--- config.mk ---
export PLATFORM = sky130hd
export DESIGN_NAME = cau_div_step
export DESIGN_NICKNAME = d
export VERILOG_FILES = /design/src/design/cau_pkg.sv /design/src/design/cau_div_step.sv
export SDC_FILE = /design/constraint.sdc
export NUM_CORES = 1
export LEC_CHECK = 0
export BUFFER_PORTS_ARGS = -buffer_cell sky130_fd_sc_hd__buf_2
export CAP_MARGIN = 20
export CORE_AREA = 2 2 303 305
export DETAILED_ROUTE_END_ITERATION = 10
export DIE_AREA = 0 0 305 307
export GPL_TIMING_DRIVEN = 1
export SYNTH_ARGS = -nofsm -noshare
export SYNTH_HDL_FRONTEND = slang
export SYNTH_SLANG_ARGS = --single-unit
--- constraint.sdc ---
create_clock -name clock -period 3.9 [get_ports clock]
set_input_delay 0.78 -clock clock [delete_from_list [all_inputs] [get_ports clock]]
set_output_delay 0.78 -clock clock [all_outputs]
set_load 0.05 [all_outputs]
--- src/design/cau_pkg.sv ---
// Shared types, constants and helper functions of the complex arithmetic unit.
package cau_pkg;

   localparam int FRAC_BITS_DEFAULT = 16;
   localparam int WORD_BITS = 32;
   localparam int QUO_BITS = 32;

   typedef enum logic [1:0] {
      OP_ADD = 2'd0,
      OP_SUB = 2'd1,
      OP_MUL = 2'd2,
      OP_DIV = 2'd3
   } op_type;

   typedef struct packed {
      logic [1:0]         req_type;
      logic signed [31:0] a_real;
      logic signed [31:0] a_imag;
      logic signed [31:0] b_real;
      logic signed [31:0] b_imag;
   } req_word_type;

   typedef struct packed {
      logic signed [31:0] res_real;
      logic signed [31:0] res_imag;
      logic               overflow;
      logic               div_by_zero;
   } rsp_word_type;

   // products stage
   typedef struct packed {
      op_type             op;
      rsp_word_type       addsub;
      logic signed [63:0] p_rr;
      logic signed [63:0] p_ii;
      logic signed [63:0] p_ri;
      logic signed [63:0] p_ir;
      logic signed [63:0] sq_r;
      logic signed [63:0] sq_i;
   } mult_word_type;

   // sums stage
   typedef struct packed {
      op_type             op;
      rsp_word_type       addsub;
      logic signed [64:0] m_re;
      logic signed [64:0] m_im;
      logic signed [64:0] n_re;
      logic signed [64:0] n_im;
      logic [63:0]        d;
   } comb_word_type;

   // one quotient lane of the divider
   typedef struct packed {
      logic [63:0] rem;
      logic [31:0] num_lo;
      logic [31:0] quo;
      logic        neg;
      logic        big;
   } lane_type;

   typedef struct packed {
      op_type       op;
      rsp_word_type fixed;
      logic         dz;
      logic [63:0]  d;
      lane_type     re;
      lane_type     im;
   } div_word_type;

   // 33-bit signed sum to 32 bits, saturating; bit 32 of the result is overflow
   function automatic logic [32:0] sat33(input logic signed [32:0] s);
      logic [32:0] r;
      if (s[32] != s[31]) begin
         r = s[32] ? {1'b1, 32'h8000_0000} : {1'b1, 32'h7FFF_FFFF};
      end else begin
         r = {1'b0, s[31:0]};
      end
      return r;
   endfunction

   // 65-bit signed value to 32 bits, saturating; bit 32 is overflow
   function automatic logic [32:0] sat65(input logic signed [64:0] s);
      logic [32:0] r;
      if (s[64:31] != {34{s[64]}}) begin
         r = s[64] ? {1'b1, 32'h8000_0000} : {1'b1, 32'h7FFF_FFFF};
      end else begin
         r = {1'b0, s[31:0]};
      end
      return r;
   endfunction

   // sign and quotient magnitude to 32 bits, saturating; bit 32 is overflow
   function automatic logic [32:0] from_mag(input lane_type l);
      logic [32:0] r;
      if (!l.neg) begin
         if (l.big || l.quo[31]) r = {1'b1, 32'h7FFF_FFFF};
         else                    r = {1'b0, l.quo};
      end else begin
         if (l.big || (l.quo > 32'h8000_0000)) r = {1'b1, 32'h8000_0000};
         else                                  r = {1'b0, 32'(32'd0 - l.quo)};
      end
      return r;
   endfunction

endpackage

--- src/design/cau_div_step.sv ---
// One restoring division step for both quotient lanes.
module cau_div_step (
   input  logic                  clock,
   input  logic                  en,
   input  cau_pkg::div_word_type data_in,
   output cau_pkg::div_word_type data_ff
);

   function automatic cau_pkg::lane_type step(input cau_pkg::lane_type l,
                                              input logic [63:0] d);
      cau_pkg::lane_type r;
      logic [64:0] rem2;
      logic        qb;
      rem2 = {l.rem, l.num_lo[31]};
      qb   = (rem2 >= {1'b0, d});
      r        = l;
      r.rem    = qb ? 64'(rem2 - {1'b0, d}) : rem2[63:0];
      r.num_lo = {l.num_lo[30:0], 1'b0};
      r.quo    = {l.quo[30:0], qb};
      return r;
   endfunction

   cau_pkg::div_word_type nxt;

   always_comb begin
      nxt    = data_in;
      nxt.re = step(data_in.re, data_in.d);
      nxt.im = step(data_in.im, data_in.d);
   end

   always_ff @(posedge clock) begin
      if (en) data_ff <= nxt;
   end

endmodule

==> reports/metrics.csv <==
stage;metric;value;unit
worst_setup_path;Critical Path AT;4090;ps
place;Placement Cell Area;28810;µm²
power_and_ir_drop;clock power share;32.4;%
synth;synthesized flop and latch total;391;
routing;Routed Antenna Nets;0;
routing;DR vias/cell;4.634;
power_and_ir_drop;pwr dens;485.5;nW/µm²
power_and_ir_drop;Switching Share;36.55;%
sta;final setup vio count;0;
floorplan;I/O pin total;788;
global_routing;Congestion Overflow GR;0;
finish;nets;3496;
sta;Setup WS post-layout;174.5;ps
sta;Worst-Margin Slew;829.8;ps
worst_setup_path;Crit Path Max Fanout;5;
finish;share of layout cells above drive strength 1;41.43;%
worst_setup_path;Setup CP Type;in -> reg;
synth;Mapped Cells;1870;
synth;area leader, netlist;edfxtp_1;
synth;Distinct cells, synth;78;
routing;DR DRC count;0;
synth;top-count cell post-synth;edfxtp_1;
routing;drt total wl;103300;µm
synth;share of the synthesized area in the top cell type;55.92;%
synth;sequential area share after synthesis;55.92;%
run;MaxCap Viol Count;0;
power_and_ir_drop;Comb pwr share;31.7;%
floorplan;die area;93640;µm²
worst_setup_path;startpoint types;primary input;
floorplan;num rows;111;
place;Port Buffer Count;783;
place;GP Congestion;0.8876;
worst_setup_path;Worst setup EP type;flip-flop;
place;post-DP HPWL;88310;µm
sta;final period utilization;95.52;%
clocking;clock root cell;clkbuf_16;
sta;Hold Violations, Final;0;
sta;Achievable Freq;268.4;MHz
clocking;Longest Clk Path Bufs;3;
synth;synth cell count leaders;edfxtp_1 (391), a21oi_1 (218), nand2_1 (164);
routing;via count;19527;
synth;ys flop type;edfxtp_1;
sta;Min Clock Period, post-route;3725;ps
finish;area grow syn2layout;45.40;%
finish;final non-filler cell total;4214;
worst_hold_path;worst min path class;in -> reg;
power_and_ir_drop;Peak VDD IR;0.3003;mV
clocking;Post-CTS Setup Bufs;0;
routing;DR iter-0 viols;1412;
global_routing;first-pass GRT wire length;140200;µm
place;cell count after placement;4107;
sta;Slew HR;44.68;%
power_and_ir_drop;register share of total power;36.0;%
synth;synth warn;0;
clocking;H-tree depth;2;
clocking;Clock Sinks;391;
floorplan;die height;307;µm
clocking;clock slew at reported path FFs;70;ps
worst_setup_path;Critical path origin;data_in[263];
place;pre-CTS setup slack;-686.8;ps
worst_setup_path;Critical Path RT;4260;ps
floorplan;Die W;305;µm
power_and_ir_drop;Pleak;13.47;nW
power_and_ir_drop;P_sw;5.417;mW
synth;number of synthesized flops with an enable pin;391;
global_routing;Overall Global Routing Usage;21.15;%
synth;Async SR Flop Fraction;0;%
synth;Synth area leaders;edfxtp_1 (56%), ha_1 (7.6%), a21oi_1 (5.2%);
finish;biggest regs;data_ff (391);
global_routing;antenna violations before repair;125;
power_and_ir_drop;Power, Total;14.82;mW
floorplan;Starting Density;23.15;%
global_routing;number of global-route vias before repair;18943;
clocking;CTS Buf Count;48;
routing;DRT Pass-1 Iters;5;
finish;max reg flops;391;
synth;mean area per synthesized cell;11.23;µm²
sta;Slew Viols, Final;0;
clocking;TritonCTS clock tree;done;
floorplan;core area;90690;µm²
power_and_ir_drop;Pint;9.404;mW
global_routing;pin count of the biggest net entering global routing;84;
routing;Routed WL per cell;24.50;µm
finish;fin area;30530;µm²
worst_setup_path;CP endpoint;data_ff[255];
outcome;status;finished, final reports clean;
synth;Mapped Area;21000;µm²
finish;Largest Register;data_ff;
[how the worst min path moves through the flow]
stage	from	to	slack (ps)	cells after the start
floorplan	data_in[0]	data_ff[0]	880	0
global placement	data_in[355]	data_ff[355]	960	1
detailed placement	data_in[345]	data_ff[345]	960	1
CTS	data_in[135]	data_ff[136]	280	1
global route	data_in[355]	data_ff[355]	290	1
finish	data_in[135]	data_ff[136]	330	1
[power groups by stage]
stage          combinational, mW  sequential [mW]  clock (mW)
6_report                    4.69             5.33        4.80
3_5_place_dp                4.69             5.42           0
5_1_grt                     4.99             5.37        5.06
2_1_floorplan               1.33             6.94           0
3_3_place_gp                4.67             5.41           0
4_1_cts                     4.71             5.34        4.92
[cells by family (layout without fill, tap and decap cells)]
kind of cell | Yosys count | after routing | share of synthesized area [%]
AOI/OAI and AO/OA | 562 | 562 | 16.55
and+or+nand+nor | 476 | 476 | 10.67
DFF | 391 | 391 | 55.92
buffers and inverters | 181 | 1320 | 3.415
adders and majority gates | 130 | 130 | 7.818
xor gates and xnor gates | 110 | 110 | 4.589
muxes | 19 | 19 | 1.013
other | 1 | 20 | 0.01786
[final cells by class]
class                           instances  area, µm²
Multi-Input combinational cell       1299       8562
Clock buffer                           50       1230
Tap cell                             1186       1484
Clock inverter                         39      425.4
Timing Repair Buffer                 1127       6649
Sequential cell                       391      11740
Antenna cell                           18      45.04
Fill cell                            9321      60160
Inverter                              104      391.6
[layer usage]
| metal | wire (µm) | part of all wire (%) | vias to the layer above | GRT usage (%) |
|---|---|---|---|---|
| met5 | 397 | 0.38 | - | 0 |
| met4 | 3612 | 3.5 | 46 | 6.539 |
| met3 | 7929 | 7.7 | 309 | 6.651 |
| met2 | 55050 | 53 | 778 | 40.47 |
| met1 | 36270 | 35 | 9165 | 21.74 |
| li1 | - | - | 9229 | - |
[critical path, cell delays in order]
cell and delay (ps):
buf_2 90, inv_1 60, ha_1 370, nand3_1 120, o21bai_1 280, a211oi_1 350, o2111ai_1 200, buf_4 200
a211oi_1 240, buf_4 180, o21ai_0 90, buf_4 160, a311oi_1 310, buf_4 180, nor2_1 50, xnor2_1 110
mux2_1 300
[layout by cell type, fill, tap and decap left out, drive strengths merged, types with 14 or more instances in the layout]
cell type,instances
buf,1127
o211ai,14
nand3,32
o21a,15
and2,16
a211oi,16
nor2b,14
xnor2,63
nor2,123
a31oi,14
nand2,164
o21ai,137
clkbuf,50
o21bai,28
nand2b,19
ha,128
inv,109
a21oi,221
nor3,16
xor2,47
diode,18
a21o,46
nand4,40
mux2,18
edfxtp,391
clkinv,21
[timing repair]
action,4_1_cts,5_1_grt
gates resized for setup,1,5
hold buffers,0,0
setup endpoints to repair,1,6
endpoints found under the hold margin,0,0
[per-stage QoR]
stage / hold WS, ps / util [%] / setup TNS, ps
floorplan: 878.9 / - / 0
global placement: 956.1 / 31.76 / -33990
detailed placement: 958.1 / 31.76 / -36310
CTS: 278.9 / 33.60 / 0
global route: 291.0 / 33.65 / -19.54
finish: 327.9 / 33.66 / 0
No activity file was read; power rests on OpenSTA's default activity.
