[config.mk]
export PLATFORM = sky130hd
export DESIGN_NAME = cau_prep
export DESIGN_NICKNAME = d
export VERILOG_FILES = /design/src/design/cau_pkg.sv /design/src/design/cau_prep.sv
export SDC_FILE = /design/constraint.sdc
export NUM_CORES = 1
export LEC_CHECK = 0
export BUFFER_PORTS_ARGS = -buffer_cell sky130_fd_sc_hd__buf_2
export CORE_AREA = 2 2 307 309
export DETAILED_ROUTE_END_ITERATION = 16
export DIE_AREA = 0 0 309 311
export RECOVER_POWER = 50
export SLEW_MARGIN = 5
export SYNTH_ARGS = -nofsm -noshare
export SYNTH_HDL_FRONTEND = slang
export SYNTH_SLANG_ARGS = --single-unit
[constraint.sdc]
create_clock -name clock -period 10.97 [get_ports clock]
set_input_delay 2.194 -clock clock [delete_from_list [all_inputs] [get_ports clock]]
set_output_delay 2.194 -clock clock [all_outputs]
set_load 0.01 [all_outputs]
[src/design/cau_pkg.sv]
// Shared types, constants and helper functions of the complex arithmetic unit.
package cau_pkg;

   localparam int FRAC_BITS_DEFAULT = 16;
   localparam int WORD_BITS = 32;
   localparam int QUO_BITS = 32;

   typedef enum logic [1:0] {
      OP_ADD = 2'd0,
      OP_SUB = 2'd1,
      OP_MUL = 2'd2,
      OP_DIV = 2'd3
   } op_type;

   typedef struct packed {
      logic [1:0]         req_type;
      logic signed [31:0] a_real;
      logic signed [31:0] a_imag;
      logic signed [31:0] b_real;
      logic signed [31:0] b_imag;
   } req_word_type;

   typedef struct packed {
      logic signed [31:0] res_real;
      logic signed [31:0] res_imag;
      logic               overflow;
      logic               div_by_zero;
   } rsp_word_type;

   // products stage
   typedef struct packed {
      op_type             op;
      rsp_word_type       addsub;
      logic signed [63:0] p_rr;
      logic signed [63:0] p_ii;
      logic signed [63:0] p_ri;
      logic signed [63:0] p_ir;
      logic signed [63:0] sq_r;
      logic signed [63:0] sq_i;
   } mult_word_type;

   // sums stage
   typedef struct packed {
      op_type             op;
      rsp_word_type       addsub;
      logic signed [64:0] m_re;
      logic signed [64:0] m_im;
      logic signed [64:0] n_re;
      logic signed [64:0] n_im;
      logic [63:0]        d;
   } comb_word_type;

   // one quotient lane of the divider
   typedef struct packed {
      logic [63:0] rem;
      logic [31:0] num_lo;
      logic [31:0] quo;
      logic        neg;
      logic        big;
   } lane_type;

   typedef struct packed {
      op_type       op;
      rsp_word_type fixed;
      logic         dz;
      logic [63:0]  d;
      lane_type     re;
      lane_type     im;
   } div_word_type;

   // 33-bit signed sum to 32 bits, saturating; bit 32 of the result is overflow
   function automatic logic [32:0] sat33(input logic signed [32:0] s);
      logic [32:0] r;
      if (s[32] != s[31]) begin
         r = s[32] ? {1'b1, 32'h8000_0000} : {1'b1, 32'h7FFF_FFFF};
      end else begin
         r = {1'b0, s[31:0]};
      end
      return r;
   endfunction

   // 65-bit signed value to 32 bits, saturating; bit 32 is overflow
   function automatic logic [32:0] sat65(input logic signed [64:0] s);
      logic [32:0] r;
      if (s[64:31] != {34{s[64]}}) begin
         r = s[64] ? {1'b1, 32'h8000_0000} : {1'b1, 32'h7FFF_FFFF};
      end else begin
         r = {1'b0, s[31:0]};
      end
      return r;
   endfunction

   // sign and quotient magnitude to 32 bits, saturating; bit 32 is overflow
   function automatic logic [32:0] from_mag(input lane_type l);
      logic [32:0] r;
      if (!l.neg) begin
         if (l.big || l.quo[31]) r = {1'b1, 32'h7FFF_FFFF};
         else                    r = {1'b0, l.quo};
      end else begin
         if (l.big || (l.quo > 32'h8000_0000)) r = {1'b1, 32'h8000_0000};
         else                                  r = {1'b0, 32'(32'd0 - l.quo)};
      end
      return r;
   endfunction

endpackage

[src/design/cau_prep.sv]
// Third stage: multiply scaling and saturation, divider lane setup.
module cau_prep #(
   parameter int FRAC_BITS = cau_pkg::FRAC_BITS_DEFAULT
) (
   input  logic                   clock,
   input  logic                   en,
   input  cau_pkg::comb_word_type data_in,
   output cau_pkg::div_word_type  data_ff
);

   localparam int HI_SHIFT = cau_pkg::WORD_BITS - FRAC_BITS;

   cau_pkg::div_word_type nxt;
   logic signed [64:0] sh_re;
   logic signed [64:0] sh_im;
   logic signed [64:0] nr;
   logic signed [64:0] ni;
   logic [32:0] sat_re;
   logic [32:0] sat_im;
   logic [63:0] mag_re;
   logic [63:0] mag_im;

   always_comb begin
      sh_re  = data_in.m_re >>> FRAC_BITS;   // floor scaling
      sh_im  = data_in.m_im >>> FRAC_BITS;
      sat_re = cau_pkg::sat65(sh_re);
      sat_im = cau_pkg::sat65(sh_im);
      nr     = data_in.n_re;
      ni     = data_in.n_im;
      mag_re = nr[64] ? 64'(-nr) : nr[63:0];
      mag_im = ni[64] ? 64'(-ni) : ni[63:0];

      nxt.op = data_in.op;
      nxt.d  = data_in.d;
      nxt.dz = (data_in.d == 64'd0);
      unique case (data_in.op)
         cau_pkg::OP_ADD, cau_pkg::OP_SUB: nxt.fixed = data_in.addsub;
         cau_pkg::OP_MUL: begin
            nxt.fixed.res_real    = sat_re[31:0];
            nxt.fixed.res_imag    = sat_im[31:0];
            nxt.fixed.overflow    = sat_re[32] | sat_im[32];
            nxt.fixed.div_by_zero = 1'b0;
         end
         cau_pkg::OP_DIV: begin
            nxt.fixed.res_real    = '0;
            nxt.fixed.res_imag    = '0;
            nxt.fixed.overflow    = 1'b0;
            nxt.fixed.div_by_zero = nxt.dz;
         end
         default: nxt.fixed = data_in.addsub;
      endcase

      // top of the scaled dividend; quotient overflows 32 bits when it reaches d
      nxt.re.rem    = mag_re >> HI_SHIFT;
      nxt.re.num_lo = 32'(mag_re << FRAC_BITS);
      nxt.re.quo    = '0;
      nxt.re.neg    = nr[64];
      nxt.re.big    = (nxt.re.rem >= data_in.d);
      nxt.im.rem    = mag_im >> HI_SHIFT;
      nxt.im.num_lo = 32'(mag_im << FRAC_BITS);
      nxt.im.quo    = '0;
      nxt.im.neg    = ni[64];
      nxt.im.big    = (nxt.im.rem >= data_in.d);
   end

   always_ff @(posedge clock) begin
      if (en) data_ff <= nxt;
   end

endmodule

==> results of run 1 <==
==> through the flow <==
| stage | util [%] | hold WS [ps] | std cells | setup WS [ps] | power (mW) |
|---|---|---|---|---|---|
| global placement | 20.9 | 2390 | 3208 | 2950 | 1.87 |
| global route | 21.8 | 1820 | 3274 | 2930 | 3.16 |
| CTS | 22.2 | 1760 | 3271 | 3430 | 3.09 |
| detailed placement | 20.9 | 2400 | 3208 | 2830 | 1.87 |
| finish | 21.8 | 1850 | 3278 | 3580 | 3.01 |
| floorplan | - | 2290 | 1481 | 5360 | 1.57 |
==> cell type report <==
class	count	share of cell area, %
Sequential cell	265	39.4
Multi-Input combinational cell	927	30.6
Timing Repair Buffer	643	14.3
Tap cell	1254	7.76
Clock buffer	38	4.49
Inverter	119	2.21
Clock inverter	25	1.21
Antenna cell	7	0.0866
==> worst max-delay path by stage <==
stage	cells past startpoint	startpoint	to
after detailed placement	16	data_in[130]	data_ff[130]
after global placement	16	data_in[130]	data_ff[130]
after CTS	16	data_in[130]	data_ff[130]
final	15	data_in[130]	data_ff[130]
after floorplan	14	data_in[82]	data_ff[0]
after global routing	11	data_in[128]	data_ff[0]
==> power by group <==
group	total (mW)	switching [mW]	internal [mW]
clock	1.19	0.491	0.696
sequential	1.26	0.0267	1.23
combinational	0.567	0.379	0.188
total	3.01	0.897	2.12
==> per-layer routing <==
layer / part of all wire, % / vias to the layer above / track usage, %
li1: - / 6096 / -
met1: 37 / 6190 / 16.8
met2: 51 / 734 / 27.7
met3: 9.0 / 125 / 4.18
met4: 3.0 / 4 / 4.25
met5: 0.037 / - / 0
==> cell families after synthesis <==
family | count (synthesis) | share of synthesized area (%)
AO/OA/AOI/OAI | 306 | 12.3
XOR/XNOR | 125 | 7.20
adder cells (fa/ha/maj) | 98 | 8.07
buffers and inverters | 289 | 10.3
flip-flops | 265 | 52.3
multiplexers | 1 | 0.0741
other | 1 | 0.0247
AND/OR/NAND/NOR | 269 | 9.64
==> layout by cell type, fill, tap and decap left out, types with 22 or more instances in the layout <==
cell type	n
o22ai_1	64
a21oi_1	100
xnor2_1	123
clkbuf_16	36
nand2_1	76
clkbuf_1	295
o31ai_1	37
ha_1	98
o41ai_1	22
edfxtp_1	265
nor4_1	37
buf_2	337
nand4_1	25
nor2_1	25
o21ai_0	56
conb_1	128
inv_1	119
==> results.sh, run 1 <==
export IMPL_setup_violations=0
export IMPL_grt_pass1_wl_um=98800
export IMPL_drcViolationCount=0
export IMPL_globalRouteOverflowTotal=0
export IMPL_nets=2484
export IMPL_synth_warnings=0
export IMPL_slew_viol_final=337
export IMPL_cp_cell_sequence="buf_2 > inv_1 > ha_1 > nor4b_1 > nand4b_1 > nor2_1 > nand2_1 > o31ai_1 > xnor2_1 > ha_1 > nand4_1 > or3_1 > nor3_1 > a2bb2oi_1 > nand2_1"
export IMPL_powerDensity_nw_per_um2=149
export IMPL_start_util_pct=16.4
export IMPL_outcome="finished, violations left"
export IMPL_core_area_um2=92800
export IMPL_cp_required_ps=11390
export IMPL_largest_reg_flops=265
export IMPL_synthTopCellsByCount="edfxtp_1 (265), buf_4 (128), xnor2_1 (123)"
export IMPL_violations="capacitance limit, slew limit"
export IMPL_clock_sinks=265
export IMPL_via_per_inst=4.01
export IMPL_slew_headroom_pct=-275
export IMPL_gp_congestion=0.793
export IMPL_layout_drive_gt1_share_pct=20.8
export IMPL_avgSynthCellArea_um2=11.2
export IMPL_die_h_um=311
export IMPL_area_growth_pct=33.0
export IMPL_cts_resized=0
export IMPL_synth_edf_count=265
export IMPL_cts_tree="done"
export IMPL_cts_htree_levels=2
export IMPL_yosysSeqAreaShare_pct=52.3
export IMPL_fin_area_um2=20200
export IMPL_yosysMostFrequentCell="edfxtp_1"
export IMPL_ant_nets=0
export IMPL_min_from="data_in[49]"
export IMPL_yosysUniqueCellTypes=50
export IMPL_n_fill_cell=10304
export IMPL_grt_max_degree=90
export IMPL_drt_total_wl_um=76000
export IMPL_cts_buffers=36
export IMPL_critPathMaxStageDelay_ps=800
export IMPL_clk_transition_reported_paths_ps=60
export IMPL_hold_violations=0
export IMPL_whs_endpoint="data_ff[309]"
export IMPL_cts_hold_buf=0
export IMPL_io_buffers=626
export IMPL_hold_path_depth=1
export IMPL_fmax_mhz=135
export IMPL_dr_pass1_iters=4
export IMPL_worstMarginPinSlew_ps=5620
export IMPL_path_class="in -> reg"
export IMPL_rsz0062_at_grt="false"
export IMPL_worstSetupEndpointType="flip-flop"
export IMPL_layout_min_cycle_time_ps=7390
export IMPL_num_rows=112
export IMPL_path_buf_inv=2
export IMPL_placed_cell_area_um2=19400
export IMPL_arrival_ps=7810
export IMPL_grt_use_total_pct=15.1
export IMPL_async_flop_share_pct=0
export IMPL_first_iter_violations=891
export IMPL_synth_cells=1354
export IMPL_critPathTopFamily="simple AND/OR/NAND/NOR gates"
export IMPL_ys_ff_latch=265
export IMPL_cp_slowest_cell="nor3_1"
export IMPL_critPathMaxFanout=10
export IMPL_drv_cap=5
export IMPL_multi_input_area_um2=6190
export IMPL_clock_root_buffer="clkbuf_16"
export IMPL_fp_dieW_um=309
export IMPL_grt_pass1_vias=12560
export IMPL_vias=13149
export IMPL_grt_antenna_before_repair=41
export IMPL_hold_path_class="in -> reg"
export IMPL_reg_largest_list="data_ff: 265 flops"
export IMPL_finalCritPeriodShare_pct=67.4
export IMPL_yosysTopAreaCellShare_pct=52.3
export IMPL_yosys_area_top_type="edfxtp_1"
export IMPL_seqCellArea_um2=7960
export IMPL_hpwlAfterDp_um=64500
export IMPL_crit_path_start_kind="primary input"
export IMPL_irDropWorstVdd_mv=0.101
export IMPL_yosys_top_cells_area="edfxtp_1 (52%), ha_1 (8.1%), xnor2_1 (7.1%)"
export IMPL_setup_tns_ps=0
export IMPL_synth_area_um2=15200
export IMPL_ys_flop_type="edfxtp_1"
export IMPL_post_drt_wl_per_cell_um=23.2
export IMPL_post_cts_setup_buffers=0
export IMPL_leakage_nw=7.78
export IMPL_regMostFlops="data_ff"
export IMPL_die_area_um2=96100
export IMPL_cts_buffer_depth=3
export IMPL_ioPinCount=787
Power figures use the tool's default switching activity.
==> run 2, diff against run 1 <==
- clock period: 10.97 -> 6.8 ns (I/O delays scaled with it)
==> results.sh, run 2 (synthesis results as in run 1) <==
export IMPL_drcViolationCount=0
export IMPL_slew_viol_final=225
export IMPL_cts_resized=0
export IMPL_grt_max_degree=85
export IMPL_leakage_nw=8.15
export IMPL_critPathMaxStageDelay_ps=3110
export IMPL_critPathTopFamily="buffers and inverters"
export IMPL_crit_path_start_kind="primary input"
export IMPL_fmax_mhz=165
export IMPL_critPathMaxFanout=72
export IMPL_fp_dieW_um=309
export IMPL_hpwlAfterDp_um=64700
export IMPL_start_util_pct=16.4
export IMPL_cts_buffer_depth=3
export IMPL_grt_antenna_before_repair=43
export IMPL_n_fill_cell=10245
export IMPL_fin_area_um2=20400
export IMPL_vias=13082
export IMPL_io_buffers=626
export IMPL_fin_util_pct=22.0
export IMPL_grt_pass1_wl_um=99300
export IMPL_layout_min_cycle_time_ps=6050
export IMPL_final_common_cell="buf_2"
export IMPL_worstSetupEndpointType="flip-flop"
export IMPL_gp_congestion=0.811
export IMPL_cts_buffers=35
export IMPL_arrival_ps=6210
export IMPL_rsz0062_at_grt="false"
export IMPL_post_drt_wl_per_cell_um=23.1
export IMPL_dr_pass1_iters=5
export IMPL_cts_htree_levels=2
export IMPL_setup_violations=0
export IMPL_globalRouteOverflowTotal=0
export IMPL_setup_tns_ps=0
export IMPL_post_cts_setup_buffers=0
export IMPL_cts_tree="done"
export IMPL_drv_cap=4
export IMPL_hold_violations=0
export IMPL_die_area_um2=96100
export IMPL_clock_root_buffer="clkbuf_16"
export IMPL_clock_sinks=265
export IMPL_regMostFlops="data_ff"
export IMPL_die_h_um=311
export IMPL_ant_nets=0
export IMPL_num_rows=112
export IMPL_powerDensity_nw_per_um2=238
export IMPL_largest_reg_flops=265
export IMPL_cp_cell_sequence="clkbuf_1 > clkbuf_2"
export IMPL_outcome="finished, violations left"
export IMPL_cp_slowest_cell="clkbuf_1"
export IMPL_cp_required_ps=6960
export IMPL_ioPinCount=787
export IMPL_power_mw=4.87
export IMPL_drt_total_wl_um=75700
export IMPL_final_cell_mix="buf_2 (463), edfxtp_1 (265), clkbuf_1 (172), conb_1 (128), xnor2_1 (123)"
export IMPL_cts_hold_buf=0
export IMPL_multi_input_area_um2=6180
export IMPL_reg_largest_list="data_ff: 265 flops"
export IMPL_area_growth_pct=34.3
export IMPL_path_class="in -> reg"
export IMPL_layout_drive_gt1_share_pct=27.3
export IMPL_clk_transition_reported_paths_ps=60
export IMPL_irDropWorstVdd_mv=0.186
export IMPL_timing_hold_ws_ps=977
export IMPL_first_iter_violations=881
export IMPL_violations="capacitance limit, slew limit"
export IMPL_placed_cell_area_um2=19500
export IMPL_worstMarginPinSlew_ps=4520
export IMPL_nets=2488
export IMPL_grt_use_total_pct=15.2
export IMPL_core_area_um2=92800
export IMPL_slew_headroom_pct=-201
export IMPL_seqCellArea_um2=7960
export IMPL_finalCritPeriodShare_pct=88.9
export IMPL_hold_path_class="in -> reg"
export IMPL_path_buf_inv=2
export IMPL_via_per_inst=3.98
export IMPL_grt_pass1_vias=12603
[run 2: through the flow]
step	instances	setup WS [ps]
after floorplan	1481	2020
after global placement	3213	187
after detailed placement	3213	179
after CTS	3276	817
after global routing	3281	375
final	3284	755
[run 2: area by class of cell]
class / instances / share of cell area [%]
well taps: 1254 / 7.69
inverters: 119 / 2.19
clock buffers: 40 / 4.38
clock inverters: 23 / 1.26
flip-flops and latches: 265 / 39.0
multi-input cells: 927 / 30.3
diodes: 8 / 0.0981
repair buffers: 648 / 15.1
[run 2: routing by layer]
metal	track usage, %	wire length [um]	vias up
li1	-	-	6114
met1	16.7	28500	6137
met2	28.0	38800	700
met3	4.53	6400	125
met4	3.85	1990	6
met5	0	35	-
[run 2: worst paths after layout]
check / start / endpoint / slack, ps / cells after the start
setup / recovery: en / data_ff[65] / 750 / 2
hold / removal: data_in[49] / data_ff[309] / 980 / 1
[run 2: power by group]
part           internal (mW)  total [mW]  switching, mW
logic                  0.319       0.926          0.607
clock network           1.11        1.91          0.804
registers               1.99        2.03         0.0403
total                   3.42        4.87           1.45
==> run 3, diff against run 2 <==
--- a/constraint.sdc
+++ b/constraint.sdc
@@ -3,2 +3,2 @@
 set_output_delay 1.36 -clock clock [all_outputs]
-set_load 0.01 [all_outputs]
+set_load 0.005 [all_outputs]
==> results.sh, run 3 (synthesis results as in run 1) <==
export IMPL_nets=2488
export IMPL_hold_violations=0
export IMPL_num_rows=112
export IMPL_irDropWorstVdd_mv=0.185
export IMPL_grt_use_total_pct=15.2
export IMPL_start_util_pct=16.4
export IMPL_drv_cap=4
export IMPL_multi_input_area_um2=6180
export IMPL_final_cells=3284
export IMPL_slew_headroom_pct=-203
export IMPL_post_drt_wl_per_cell_um=23.0
export IMPL_hold_path_class="in -> reg"
export IMPL_regMostFlops="data_ff"
export IMPL_fp_dieW_um=309
export IMPL_setup_violations=0
export IMPL_dr_pass1_iters=5
export IMPL_powerDensity_nw_per_um2=235
export IMPL_fin_area_um2=20500
export IMPL_clock_sinks=265
export IMPL_path_class="in -> reg"
export IMPL_dr_wl_met2_um=38800
export IMPL_crit_path_start_kind="primary input"
export IMPL_violations="capacitance limit, slew limit"
export IMPL_grt_max_degree=85
export IMPL_grt_pass1_wl_um=99300
export IMPL_cts_tree="done"
export IMPL_largest_reg_flops=265
export IMPL_drt_total_wl_um=75700
export IMPL_n_fill_cell=10217
export IMPL_setup_ws_ps=731
export IMPL_globalRouteOverflowTotal=0
export IMPL_gp_congestion=0.811
export IMPL_slew_viol_final=225
export IMPL_setup_tns_ps=0
export IMPL_final_common_cell="buf_2"
export IMPL_critPathMaxStageDelay_ps=3120
export IMPL_layout_min_cycle_time_ps=6070
export IMPL_critPathTopFamily="buffers and inverters"
export IMPL_cts_hold_buf=0
export IMPL_leakage_nw=8.27
export IMPL_io_buffers=626
export IMPL_area_growth_pct=34.6
export IMPL_placed_cell_area_um2=19500
export IMPL_drcViolationCount=0
export IMPL_routed_wl_met3_um=6380
export IMPL_ioPinCount=787
export IMPL_die_h_um=311
export IMPL_final_cell_mix="buf_2 (505), edfxtp_1 (265), clkbuf_1 (130), conb_1 (128), xnor2_1 (123)"
export IMPL_core_area_um2=92800
export IMPL_rsz0062_at_grt="false"
export IMPL_seqCellArea_um2=7960
export IMPL_path_buf_inv=2
export IMPL_met1Wirelength_um=28500
export IMPL_cts_buffers=35
export IMPL_cp_slowest_cell="clkbuf_1"
export IMPL_finalCritPeriodShare_pct=89.3
export IMPL_layout_drive_gt1_share_pct=29.3
export IMPL_arrival_ps=6230
export IMPL_cts_buffer_depth=3
export IMPL_cts_htree_levels=2
export IMPL_post_cts_setup_buffers=0
export IMPL_via_per_inst=3.98
export IMPL_dp_slack_ps=179
export IMPL_worstMarginPinSlew_ps=4540
export IMPL_first_iter_violations=831
export IMPL_cp_cell_sequence="clkbuf_1 > clkbuf_2"
export IMPL_clk_transition_reported_paths_ps=60
export IMPL_fmax_mhz=165
export IMPL_hpwlAfterDp_um=64700
export IMPL_critPathMaxFanout=72
export IMPL_die_area_um2=96100
export IMPL_vias=13079
export IMPL_routed_top_layer="met5"
export IMPL_reg_largest_list="data_ff: 265 flops"
export IMPL_grt_pass1_vias=12603
export IMPL_grt_antenna_before_repair=43
export IMPL_post_place_cells=3213
export IMPL_worstSetupEndpointType="flip-flop"
export IMPL_cp_required_ps=6960
export IMPL_cts_resized=0
export IMPL_clock_root_buffer="clkbuf_16"
export IMPL_outcome="finished, violations left"
export IMPL_ant_nets=0
==> run 3: metal layers <==
layer,up-vias,GRT usage [%]
met4,6,3.85
met3,123,4.53
met5,-,0
met1,6141,16.7
li1,6111,-
met2,698,28.0
==> run 3: power by group <==
group | internal (mW) | switching, mW
clock | 1.11 | 0.804
sequential | 1.99 | 0.0395
combinational | 0.324 | 0.535
==> run 3: cell type report <==
class,count,share of cell area [%]
Tap cell,1254,7.67
Timing Repair Buffer,648,15.3
Multi-Input combinational cell,927,30.2
Inverter,119,2.18
Clock buffer,40,4.37
Clock inverter,23,1.25
Antenna cell,8,0.0978
Sequential cell,265,38.9
==> run 3: path summary, 6_finish.rpt <==
path	start	end	slack [ps]	cells after the start
setup / recovery	en	data_ff[65]	730	2
hold / removal	data_in[49]	data_ff[309]	970	1
==> run 3: stage by stage <==
step	utilization, %	power (mW)	hold slack, ps
floorplan	-	2.45	1460
global placement	21.0	2.93	1550
detailed placement	21.0	2.94	1550
CTS	22.2	4.90	920
global route	22.0	5.04	933
finish	22.1	4.80	975
