<file path="src/design/cau_pkg.sv">
// Shared types, constants and helper functions of the complex arithmetic unit.
package cau_pkg;

   localparam int FRAC_BITS_DEFAULT = 16;
   localparam int WORD_BITS = 32;
   localparam int QUO_BITS = 32;

   typedef enum logic [1:0] {
      OP_ADD = 2'd0,
      OP_SUB = 2'd1,
      OP_MUL = 2'd2,
      OP_DIV = 2'd3
   } op_type;

   typedef struct packed {
      logic [1:0]         req_type;
      logic signed [31:0] a_real;
      logic signed [31:0] a_imag;
      logic signed [31:0] b_real;
      logic signed [31:0] b_imag;
   } req_word_type;

   typedef struct packed {
      logic signed [31:0] res_real;
      logic signed [31:0] res_imag;
      logic               overflow;
      logic               div_by_zero;
   } rsp_word_type;

   // products stage
   typedef struct packed {
      op_type             op;
      rsp_word_type       addsub;
      logic signed [63:0] p_rr;
      logic signed [63:0] p_ii;
      logic signed [63:0] p_ri;
      logic signed [63:0] p_ir;
      logic signed [63:0] sq_r;
      logic signed [63:0] sq_i;
   } mult_word_type;

   // sums stage
   typedef struct packed {
      op_type             op;
      rsp_word_type       addsub;
      logic signed [64:0] m_re;
      logic signed [64:0] m_im;
      logic signed [64:0] n_re;
      logic signed [64:0] n_im;
      logic [63:0]        d;
   } comb_word_type;

   // one quotient lane of the divider
   typedef struct packed {
      logic [63:0] rem;
      logic [31:0] num_lo;
      logic [31:0] quo;
      logic        neg;
      logic        big;
   } lane_type;

   typedef struct packed {
      op_type       op;
      rsp_word_type fixed;
      logic         dz;
      logic [63:0]  d;
      lane_type     re;
      lane_type     im;
   } div_word_type;

   // 33-bit signed sum to 32 bits, saturating; bit 32 of the result is overflow
   function automatic logic [32:0] sat33(input logic signed [32:0] s);
      logic [32:0] r;
      if (s[32] != s[31]) begin
         r = s[32] ? {1'b1, 32'h8000_0000} : {1'b1, 32'h7FFF_FFFF};
      end else begin
         r = {1'b0, s[31:0]};
      end
      return r;
   endfunction

   // 65-bit signed value to 32 bits, saturating; bit 32 is overflow
   function automatic logic [32:0] sat65(input logic signed [64:0] s);
      logic [32:0] r;
      if (s[64:31] != {34{s[64]}}) begin
         r = s[64] ? {1'b1, 32'h8000_0000} : {1'b1, 32'h7FFF_FFFF};
      end else begin
         r = {1'b0, s[31:0]};
      end
      return r;
   endfunction

   // sign and quotient magnitude to 32 bits, saturating; bit 32 is overflow
   function automatic logic [32:0] from_mag(input lane_type l);
      logic [32:0] r;
      if (!l.neg) begin
         if (l.big || l.quo[31]) r = {1'b1, 32'h7FFF_FFFF};
         else                    r = {1'b0, l.quo};
      end else begin
         if (l.big || (l.quo > 32'h8000_0000)) r = {1'b1, 32'h8000_0000};
         else                                  r = {1'b0, 32'(32'd0 - l.quo)};
      end
      return r;
   endfunction

endpackage

</file>
<file path="src/design/cau_combine.sv">
// Second stage: product sums for multiply and divide, and the divisor.
module cau_combine (
   input  logic                   clock,
   input  logic                   en,
   input  cau_pkg::mult_word_type data_in,
   output cau_pkg::comb_word_type data_ff
);

   cau_pkg::comb_word_type nxt;

   always_comb begin
      nxt.op     = data_in.op;
      nxt.addsub = data_in.addsub;
      nxt.m_re   = 65'(data_in.p_rr) - 65'(data_in.p_ii);
      nxt.m_im   = 65'(data_in.p_ri) + 65'(data_in.p_ir);
      nxt.n_re   = 65'(data_in.p_rr) + 65'(data_in.p_ii);
      nxt.n_im   = 65'(data_in.p_ir) - 65'(data_in.p_ri);
      nxt.d      = 64'(data_in.sq_r) + 64'(data_in.sq_i);
   end

   always_ff @(posedge clock) begin
      if (en) data_ff <= nxt;
   end

endmodule

</file>
<file path="config.mk">
export PLATFORM = sky130hd
export DESIGN_NAME = cau_combine
export DESIGN_NICKNAME = d
export VERILOG_FILES = /design/src/design/cau_pkg.sv /design/src/design/cau_combine.sv
export SDC_FILE = /design/constraint.sdc
export NUM_CORES = 1
export LEC_CHECK = 0
export CAP_MARGIN = 20
export CORE_AREA = 2 2 327 329
export DETAILED_ROUTE_END_ITERATION = 16
export DIE_AREA = 0 0 329 331
export DONT_BUFFER_PORTS = 1
export SLEW_MARGIN = 30
export SYNTH_ARGS = -nofsm -noshare
export SYNTH_HDL_FRONTEND = slang
export SYNTH_SLANG_ARGS = --single-unit
</file>
<file path="constraint.sdc">
create_clock -name clock -period 11.97 [get_ports clock]
set_input_delay 2.394 -clock clock [delete_from_list [all_inputs] [get_ports clock]]
set_output_delay 2.394 -clock clock [all_outputs]
set_load 0.005 [all_outputs]
</file>
==> flow_results.xml, run 1 <==
<?xml version="1.0" encoding="UTF-8"?>
<metrics>
  <group name="status">
    <metric name="outcome" unit="">complete, but fails checks</metric>
    <metric name="failed_checks" unit="">slew limit</metric>
  </group>
  <group name="sta">
    <metric name="finalCritPeriodShare" unit="%">49.4</metric>
    <metric name="max_freq" unit="MHz">169</metric>
    <metric name="totalNegativeSetupSlack" unit="ns">0</metric>
    <metric name="min_hold_slack" unit="ns">1.84</metric>
    <metric name="setup-violations-final" unit="">0</metric>
    <metric name="timing.final.hold_violations" unit="">0</metric>
    <metric name="slew_violations" unit="">309</metric>
    <metric name="setup_repair_after_global_routing_missed_its_margin" unit="">no</metric>
    <metric name="finalCriticalPeriod" unit="ns">5.91</metric>
    <metric name="slew_headroom" unit="%">-134</metric>
    <metric name="tightestPinTransition" unit="ns">3.51</metric>
  </group>
  <group name="floorplanning">
    <metric name="core_area" unit="mm^2">0.105</metric>
    <metric name="boundary_pin_count" unit="">846</metric>
    <metric name="die_height" unit="um">331</metric>
    <metric name="std_cell_rows" unit="">119</metric>
    <metric name="die_area" unit="mm^2">0.109</metric>
    <metric name="start_util" unit="%">29.4</metric>
    <metric name="chipWidth" unit="um">329</metric>
  </group>
  <group name="layout">
    <metric name="regArea" unit="mm^2">0.0117</metric>
    <metric name="most-common-layout-cells" unit="">sky130_fd_sc_hd__a21oi_1 (398), sky130_fd_sc_hd__edfxtp_1 (390), sky130_fd_sc_hd__ha_1 (319)</metric>
    <metric name="register_with_the_highest_flop_count" unit="">data_ff</metric>
    <metric name="biggestRegsByFlops" unit="">data_ff: 390 flops</metric>
    <metric name="areaGrowthSynthToFinish" unit="%">9.48</metric>
    <metric name="layout_net_count" unit="">4030</metric>
    <metric name="final_common_cell" unit="">sky130_fd_sc_hd__a21oi_1</metric>
    <metric name="multi_input_logic_area" unit="mm^2">0.0175</metric>
    <metric name="postLayoutCellArea" unit="mm^2">0.0338</metric>
    <metric name="n_fill_cell" unit="">10900</metric>
    <metric name="final_core_util" unit="%">32.2</metric>
    <metric name="largest_register_ffs" unit="">390</metric>
    <metric name="final_layout_size_suffix_gt1_share" unit="%">4.25</metric>
  </group>
  <group name="yosys">
    <metric name="ys.warnings.count" unit="">0</metric>
    <metric name="yosys.area.top_type" unit="">sky130_fd_sc_hd__edfxtp_1</metric>
    <metric name="edff_count_synth" unit="">390</metric>
    <metric name="synth_async_sr_flop_share" unit="%">0</metric>
    <metric name="mappedNetlistNets" unit="">4107</metric>
    <metric name="post_synth_inst_count" unit="">3329</metric>
    <metric name="post-synth-top-area-fraction" unit="%">37.9</metric>
    <metric name="syn_area" unit="mm^2">0.0309</metric>
    <metric name="post_synth.cell_area_avg" unit="um^2">9.28</metric>
    <metric name="synth.yosys.seq_area_share" unit="%">37.9</metric>
    <metric name="synth_top_cells_by_area" unit="">sky130_fd_sc_hd__edfxtp_1 (38%), sky130_fd_sc_hd__ha_1 (13%), sky130_fd_sc_hd__xnor2_1 (7.5%)</metric>
    <metric name="synth-main-ff-cell" unit="">sky130_fd_sc_hd__edfxtp_1</metric>
    <metric name="postSynthRegisterBits" unit="">390</metric>
    <metric name="netlist-cell-type-count" unit="">97</metric>
  </group>
  <group name="placed_design">
    <metric name="place.port_buffers" unit="">0</metric>
    <metric name="dpl.hpwl" unit="um">103000</metric>
    <metric name="placed_area" unit="mm^2">0.0321</metric>
    <metric name="gp_congestion" unit="">0.956</metric>
  </group>
  <group name="worst_hold_path">
    <metric name="hold_path_class" unit="">in -&gt; reg</metric>
    <metric name="hold_depth" unit="">0</metric>
    <metric name="holdPathEnd" unit="">data_ff[364]$_DFFE_PP_</metric>
    <metric name="worst_hold_startpoint" unit="">data_in[424]</metric>
  </group>
  <group name="global_routing">
    <metric name="grt_usage" unit="%">21.7</metric>
    <metric name="grt_pass1_vias" unit="">25400</metric>
    <metric name="globalRoute.totalOverflow" unit="">0</metric>
    <metric name="pin_count_of_the_biggest_net_entering_global_routing" unit="">391</metric>
    <metric name="wire_length_of_the_first_global_routing_pass" unit="um">176000</metric>
    <metric name="antenna_found_initial" unit="">30</metric>
  </group>
  <group name="routing">
    <metric name="drc" unit="">0</metric>
    <metric name="dr.first_iter.drc_count" unit="">2412</metric>
    <metric name="antenna_left" unit="">0</metric>
    <metric name="totalWireLength" unit="um">125000</metric>
    <metric name="first_pass_iters" unit="">12</metric>
    <metric name="dr_total_vias" unit="">26100</metric>
    <metric name="route.detailed.wl_per_inst" unit="um">26.7</metric>
    <metric name="viasPerCell" unit="">5.56</metric>
  </group>
  <group name="worst_setup_path">
    <metric name="crit_path_buf_inv_count" unit="">1</metric>
    <metric name="cp_data_arrival_time" unit="ns">6.29</metric>
    <metric name="crit_chain" unit="">inv_1 -&gt; ha_1 -&gt; a21o_1 -&gt; a21oi_1 -&gt; o21bai_1 -&gt; a21oi_1 -&gt; o31ai_1 -&gt; nand4_1 -&gt; o31ai_1 -&gt; a221oi_2 -&gt; o41ai_1 -&gt; a221oi_1 -&gt; xnor2_1</metric>
    <metric name="critical_path.slowest_cell" unit="">sky130_fd_sc_hd__o41ai_1</metric>
    <metric name="critPathRequiredTime" unit="ns">12.35</metric>
    <metric name="critPathTopFamily" unit="">compound AO/OA/AOI/OAI gates</metric>
    <metric name="cpPeakStageDelay" unit="ns">0.70</metric>
    <metric name="worstSetupEndpointType" unit="">flip-flop</metric>
    <metric name="path_class" unit="">in -&gt; reg</metric>
    <metric name="cp_max_fo" unit="">10</metric>
    <metric name="critical_path_startpoint_category" unit="">input port</metric>
  </group>
  <group name="cts">
    <metric name="cts_inserted_buffers" unit="">50</metric>
    <metric name="number_of_sinks_on_the_clock_net" unit="">390</metric>
    <metric name="hold_buffers" unit="">0</metric>
    <metric name="cts_root_buffer" unit="">sky130_fd_sc_hd__clkbuf_16</metric>
    <metric name="cts_tree" unit="">done</metric>
    <metric name="ctsResizeCount" unit="">0</metric>
    <metric name="cts_buffer_depth" unit="">3</metric>
    <metric name="cts.htree.levels" unit="">2</metric>
    <metric name="clkTransAtPathRegs" unit="ns">0.06</metric>
    <metric name="cts_setup_buffers" unit="">0</metric>
  </group>
  <group name="pwr">
    <metric name="power_leakage" unit="nW">13.1</metric>
    <metric name="max-vdd-ir-drop" unit="V">0.000114</metric>
    <metric name="power_per_cell_area" unit="mW/mm^2">141</metric>
  </group>
  <group name="job">
    <metric name="number_of_maximum_capacitance_constraint_violations" unit="">0</metric>
  </group>
</metrics>
[stage by stage]
step	power (mW)	instances	setup WS, ns
4_1_cts	4.82	4682	5.97
2_1_floorplan	2.75	3329	6.48
5_1_grt	4.99	4687	5.74
3_3_place_gp	3.20	4591	5.17
6_report	4.78	4688	6.06
3_5_place_dp	3.19	4591	5.29
[layer usage]
layer	track usage (%)	share of wire [%]
met4	6.32	3.2
met5	0	0.10
met3	7.15	9.6
met2	38.6	50
met1	24.6	38
[synthesized netlist by cell type, types with 39 or more instances]
cell	n
sky130_fd_sc_hd__o21bai_1	97
sky130_fd_sc_hd__nand4_1	64
sky130_fd_sc_hd__nor3_1	55
sky130_fd_sc_hd__o31ai_1	52
sky130_fd_sc_hd__clkbuf_1	79
sky130_fd_sc_hd__o21ai_0	147
sky130_fd_sc_hd__nor4_1	64
sky130_fd_sc_hd__inv_1	282
sky130_fd_sc_hd__xnor2_1	266
sky130_fd_sc_hd__a21o_1	79
sky130_fd_sc_hd__edfxtp_1	390
sky130_fd_sc_hd__nor2_1	284
sky130_fd_sc_hd__nand3_1	40
sky130_fd_sc_hd__a21oi_1	398
sky130_fd_sc_hd__ha_1	319
sky130_fd_sc_hd__xor2_1	39
sky130_fd_sc_hd__nand2_1	175
[how the worst max path moves through the flow]
stage / from / to / cells after the start
after floorplan: data_in[320] / data_ff[323]$_DFFE_PP_ / 14
after global placement: data_in[271] / data_ff[320]$_DFFE_PP_ / 12
after detailed placement: data_in[271] / data_ff[320]$_DFFE_PP_ / 12
after CTS: data_in[270] / data_ff[320]$_DFFE_PP_ / 13
after global routing: data_in[271] / data_ff[320]$_DFFE_PP_ / 12
final: data_in[270] / data_ff[320]$_DFFE_PP_ / 13
[report_power, final]
part / internal (mW) / total, mW / leakage [nW] / switching, mW
logic: 0.430 / 1.21 / 8.47 / 0.778
clock network: 0.908 / 1.60 / 0.806 / 0.689
registers: 1.80 / 1.98 / 3.82 / 0.178
total: 3.14 / 4.78 / 13.1 / 1.64
[kinds of logic after synthesis]
family                     Yosys count  synth area share (%)
AOI/OAI and AO/OA                 1042                  21.7
and+or+nand+nor                    837                  13.1
buffers and inverters              430                  5.41
DFF                                390                  37.9
adders and majority gates          324                  13.2
xor gates and xnor gates           305                  8.65
muxes                                1                0.0364
[final cells by class]
type | count | share of cell area (%)
multi-input combinational | 2509 | 51.8
sequential | 390 | 34.6
tap | 1391 | 5.15
clock buffer | 55 | 3.75
inverter | 297 | 3.30
clock inverter | 36 | 1.27
timing repair buffer | 4 | 0.0888
antenna | 6 | 0.0444
(Power assumes the default switching activity.)
==> inputs of run 2 (changes only) <==
--- a/config.mk
+++ b/config.mk
@@ -5,10 +5,11 @@
 export SDC_FILE = /design/constraint.sdc
 export NUM_CORES = 1
 export LEC_CHECK = 0
+export ABC_AREA = 1
 export CAP_MARGIN = 20
-export CORE_AREA = 2 2 327 329
+export CORE_AREA = 2 2 331 333
 export DETAILED_ROUTE_END_ITERATION = 16
-export DIE_AREA = 0 0 329 331
+export DIE_AREA = 0 0 333 335
 export DONT_BUFFER_PORTS = 1
 export SLEW_MARGIN = 30
 export SYNTH_ARGS = -nofsm -noshare
==> constraint.sdc (replaced) <==
create_clock -name clock -period 5.73 [get_ports clock]
set_input_delay 1.146 -clock clock [delete_from_list [all_inputs] [get_ports clock]]
set_output_delay 1.146 -clock clock [all_outputs]
set_load 0.005 [all_outputs]
==> run 2 against run 1 <==
  * The flow still finishes with violations (slew limit)
  * Design area rose by 33%
  * Highest routed layer unchanged
  * Combinational power rose to 2.9 times the previous value
  * Worst hold slack got worse by 1.3 ns
  * Utilization rose by 9.4 points
  * Critical path type unchanged
  * Flip-flop and latch count did not move
  * Non-clock buffer count fell by 4
  * Clock-buffer cell count rose by 2
==> flow_results.xml, run 2 <==
<?xml version="1.0" encoding="UTF-8"?>
<metrics>
  <group name="yosys">
    <metric name="ys_top_cells_by_count" unit="">sky130_fd_sc_hd__nand2_1 (2,592), sky130_fd_sc_hd__inv_1 (1,519), sky130_fd_sc_hd__nor2_1 (490)</metric>
    <metric name="yosysMostFrequentCell" unit="">sky130_fd_sc_hd__nand2_1</metric>
    <metric name="postSynthRegisterBits" unit="">390</metric>
    <metric name="synth_top_cells_by_area" unit="">sky130_fd_sc_hd__edfxtp_1 (27%), sky130_fd_sc_hd__nand2_1 (23%), sky130_fd_sc_hd__inv_1 (13%)</metric>
    <metric name="post_synth_inst_count" unit="">6775</metric>
    <metric name="post-synth-top-area-fraction" unit="%">27.5</metric>
    <metric name="yosys.area.top_type" unit="">sky130_fd_sc_hd__edfxtp_1</metric>
    <metric name="ys.warnings.count" unit="">0</metric>
    <metric name="synth.yosys.seq_area_share" unit="%">27.5</metric>
    <metric name="syn_area" unit="mm^2">0.0426</metric>
    <metric name="netlist-cell-type-count" unit="">35</metric>
    <metric name="mappedNetlistNets" unit="">7553</metric>
    <metric name="edff_count_synth" unit="">390</metric>
    <metric name="synth_async_sr_flop_share" unit="%">0</metric>
    <metric name="post_synth.cell_area_avg" unit="um^2">6.29</metric>
    <metric name="synth-main-ff-cell" unit="">sky130_fd_sc_hd__edfxtp_1</metric>
  </group>
  <group name="cts">
    <metric name="cts_root_buffer" unit="">sky130_fd_sc_hd__clkbuf_16</metric>
    <metric name="cts_tree" unit="">done</metric>
    <metric name="cts_setup_buffers" unit="">0</metric>
    <metric name="cts_buffer_depth" unit="">3</metric>
    <metric name="number_of_sinks_on_the_clock_net" unit="">390</metric>
    <metric name="clkTransAtPathRegs" unit="ns">0.06</metric>
    <metric name="hold_buffers" unit="">0</metric>
    <metric name="cts.htree.levels" unit="">2</metric>
    <metric name="cts_inserted_buffers" unit="">49</metric>
    <metric name="ctsResizeCount" unit="">0</metric>
  </group>
  <group name="floorplanning">
    <metric name="core_area" unit="mm^2">0.108</metric>
    <metric name="start_util" unit="%">39.4</metric>
    <metric name="boundary_pin_count" unit="">846</metric>
    <metric name="die_area" unit="mm^2">0.112</metric>
    <metric name="die_height" unit="um">335</metric>
    <metric name="chipWidth" unit="um">333</metric>
    <metric name="std_cell_rows" unit="">121</metric>
  </group>
  <group name="sta">
    <metric name="setup-violations-final" unit="">0</metric>
    <metric name="slew_headroom" unit="%">-79.2</metric>
    <metric name="finalCriticalPeriod" unit="ns">3.34</metric>
    <metric name="post_route_worst_setup_slack" unit="ns">2.39</metric>
    <metric name="setup_repair_after_global_routing_missed_its_margin" unit="">no</metric>
    <metric name="tightestPinTransition" unit="ns">2.69</metric>
    <metric name="finalCritPeriodShare" unit="%">58.3</metric>
    <metric name="timing.final.hold_violations" unit="">0</metric>
    <metric name="slew_violations" unit="">247</metric>
    <metric name="totalNegativeSetupSlack" unit="ns">0</metric>
    <metric name="max_freq" unit="MHz">299</metric>
    <metric name="min_hold_slack" unit="ns">0.581</metric>
  </group>
  <group name="routing">
    <metric name="dr_total_vias" unit="">40800</metric>
    <metric name="route.detailed.wl_per_inst" unit="um">23.1</metric>
    <metric name="viasPerCell" unit="">4.99</metric>
    <metric name="antenna_left" unit="">0</metric>
    <metric name="dr.first_iter.drc_count" unit="">3550</metric>
    <metric name="totalWireLength" unit="um">189000</metric>
    <metric name="first_pass_iters" unit="">5</metric>
    <metric name="drc" unit="">0</metric>
  </group>
  <group name="worst_setup_path">
    <metric name="path_class" unit="">in -&gt; reg</metric>
    <metric name="cpPeakStageDelay" unit="ns">0.56</metric>
    <metric name="most_prevalent_standard_cell_on_the_critical_path" unit="">sky130_fd_sc_hd__nand2_1</metric>
    <metric name="critical_path_startpoint_category" unit="">input port</metric>
    <metric name="cp_max_fo" unit="">7</metric>
    <metric name="critical_path.slowest_cell" unit="">sky130_fd_sc_hd__nor2_1</metric>
    <metric name="critPathRequiredTime" unit="ns">6.24</metric>
    <metric name="crit_chain" unit="">inv_1 -&gt; ha_1 -&gt; nand2_1 -&gt; nor2_1 -&gt; nand3_1 -&gt; nand3_1 -&gt; nand2_1 -&gt; nand2_1 -&gt; nand3_1 -&gt; nand3_1 -&gt; nand2_1 -&gt; nand2_1</metric>
    <metric name="cp_data_arrival_time" unit="ns">3.85</metric>
    <metric name="worstSetupEndpointType" unit="">flip-flop</metric>
  </group>
  <group name="placed_design">
    <metric name="place.port_buffers" unit="">0</metric>
    <metric name="placed_area" unit="mm^2">0.0433</metric>
    <metric name="dpl.hpwl" unit="um">165000</metric>
    <metric name="gp_congestion" unit="">1.01</metric>
    <metric name="pre_cts_slack" unit="ns">1.86</metric>
  </group>
  <group name="pwr">
    <metric name="max-vdd-ir-drop" unit="V">0.000183</metric>
    <metric name="power_per_cell_area" unit="mW/mm^2">244</metric>
    <metric name="power_leakage" unit="nW">24.7</metric>
  </group>
  <group name="layout">
    <metric name="final_layout_size_suffix_gt1_share" unit="%">6.34</metric>
    <metric name="biggestRegsByFlops" unit="">data_ff: 390 flops</metric>
    <metric name="postLayoutCellArea" unit="mm^2">0.0450</metric>
    <metric name="layout_net_count" unit="">7488</metric>
    <metric name="final_common_cell" unit="">sky130_fd_sc_hd__nand2_1</metric>
    <metric name="register_with_the_highest_flop_count" unit="">data_ff</metric>
    <metric name="largest_register_ffs" unit="">390</metric>
    <metric name="areaGrowthSynthToFinish" unit="%">5.55</metric>
    <metric name="most-common-layout-cells" unit="">sky130_fd_sc_hd__nand2_1 (2,592), sky130_fd_sc_hd__inv_1 (1,519), sky130_fd_sc_hd__nor2_1 (490)</metric>
    <metric name="final_core_util" unit="%">41.6</metric>
  </group>
  <group name="global_routing">
    <metric name="antenna_found_initial" unit="">26</metric>
    <metric name="wire_length_of_the_first_global_routing_pass" unit="um">263000</metric>
    <metric name="grt_usage" unit="%">32.7</metric>
    <metric name="globalRoute.totalOverflow" unit="">0</metric>
    <metric name="grt_pass1_vias" unit="">38300</metric>
    <metric name="pin_count_of_the_biggest_net_entering_global_routing" unit="">391</metric>
  </group>
  <group name="status">
    <metric name="outcome" unit="">complete, but fails checks</metric>
    <metric name="failed_checks" unit="">slew limit</metric>
  </group>
  <group name="job">
    <metric name="number_of_maximum_capacitance_constraint_violations" unit="">0</metric>
  </group>
  <group name="worst_hold_path">
    <metric name="hold_path_class" unit="">in -&gt; reg</metric>
  </group>
</metrics>
run 2: cell types whose count changed in the layout (fill, tap and decap cells not counted), moves of 72 or more:
cell                      change
sky130_fd_sc_hd__inv_1     +1237
sky130_fd_sc_hd__nand2_1   +2417
sky130_fd_sc_hd__a21o_1      -79
sky130_fd_sc_hd__nand3_1    +205
sky130_fd_sc_hd__inv_2       +72
sky130_fd_sc_hd__nor2_2     +106
sky130_fd_sc_hd__a21oi_1     -90
sky130_fd_sc_hd__xnor2_1    -261
sky130_fd_sc_hd__xor2_1     +135
sky130_fd_sc_hd__nor2_1     +206
run 2: cell families after synthesis:
logic type | count (synthesis) | share of synthesized area (%)
flops | 390 | 27.5
fa+ha+maj | 324 | 9.60
compound gates | 450 | 5.54
xor+xnor | 179 | 3.68
simple gates | 3714 | 37.0
buf+inv | 1718 | 16.7
run 2: power breakdown:
group          switching, mW  internal [mW]
Combinational           2.52          0.953
Clock                   1.42           1.95
Sequential             0.409           3.72
Total                   4.35           6.62
run 2: metrics by stage:
step / instances / power (mW)
4_1_cts: 8162 / 11.0
3_3_place_gp: 8073 / 7.58
6_report: 8174 / 11.0
3_5_place_dp: 8073 / 7.57
2_1_floorplan: 6775 / 6.27
5_1_grt: 8172 / 11.5
run 2: path summary, 6_finish.rpt:
path / depth (start not counted) / startpoint / to
worst min-delay path: 0 / data_in[414] / data_ff[354]$_DFFE_PP_
worst max-delay path: 12 / data_in[200] / data_ff[114]$_DFFE_PP_
run 2: critical path: cells and delay by family:
kind                       cells  cell delay [ns]
buffers and inverters          1             0.03
and+or+nand+nor               10             2.11
adders and majority gates      1             0.55
run 2: layer usage:
layer	share of wire, %	track usage (%)	routed length [um]	vias to the layer above
met1	39	37.8	73200	18500
met5	0.018	0	34	-
met3	8.8	8.78	16700	347
met4	4.8	13.8	9110	4
li1	-	-	-	20200
met2	48	56.8	90100	1674
run 2: final cells by class:
class | count | area (um^2)
Antenna cell | 12 | 30.0
Clock buffer | 57 | 1260
Clock inverter | 32 | 430
Fill cell | 11900 | 63100
Inverter | 1602 | 6010
Multi-Input combinational cell | 4667 | 23800
Sequential cell | 390 | 11700
Tap cell | 1414 | 1770
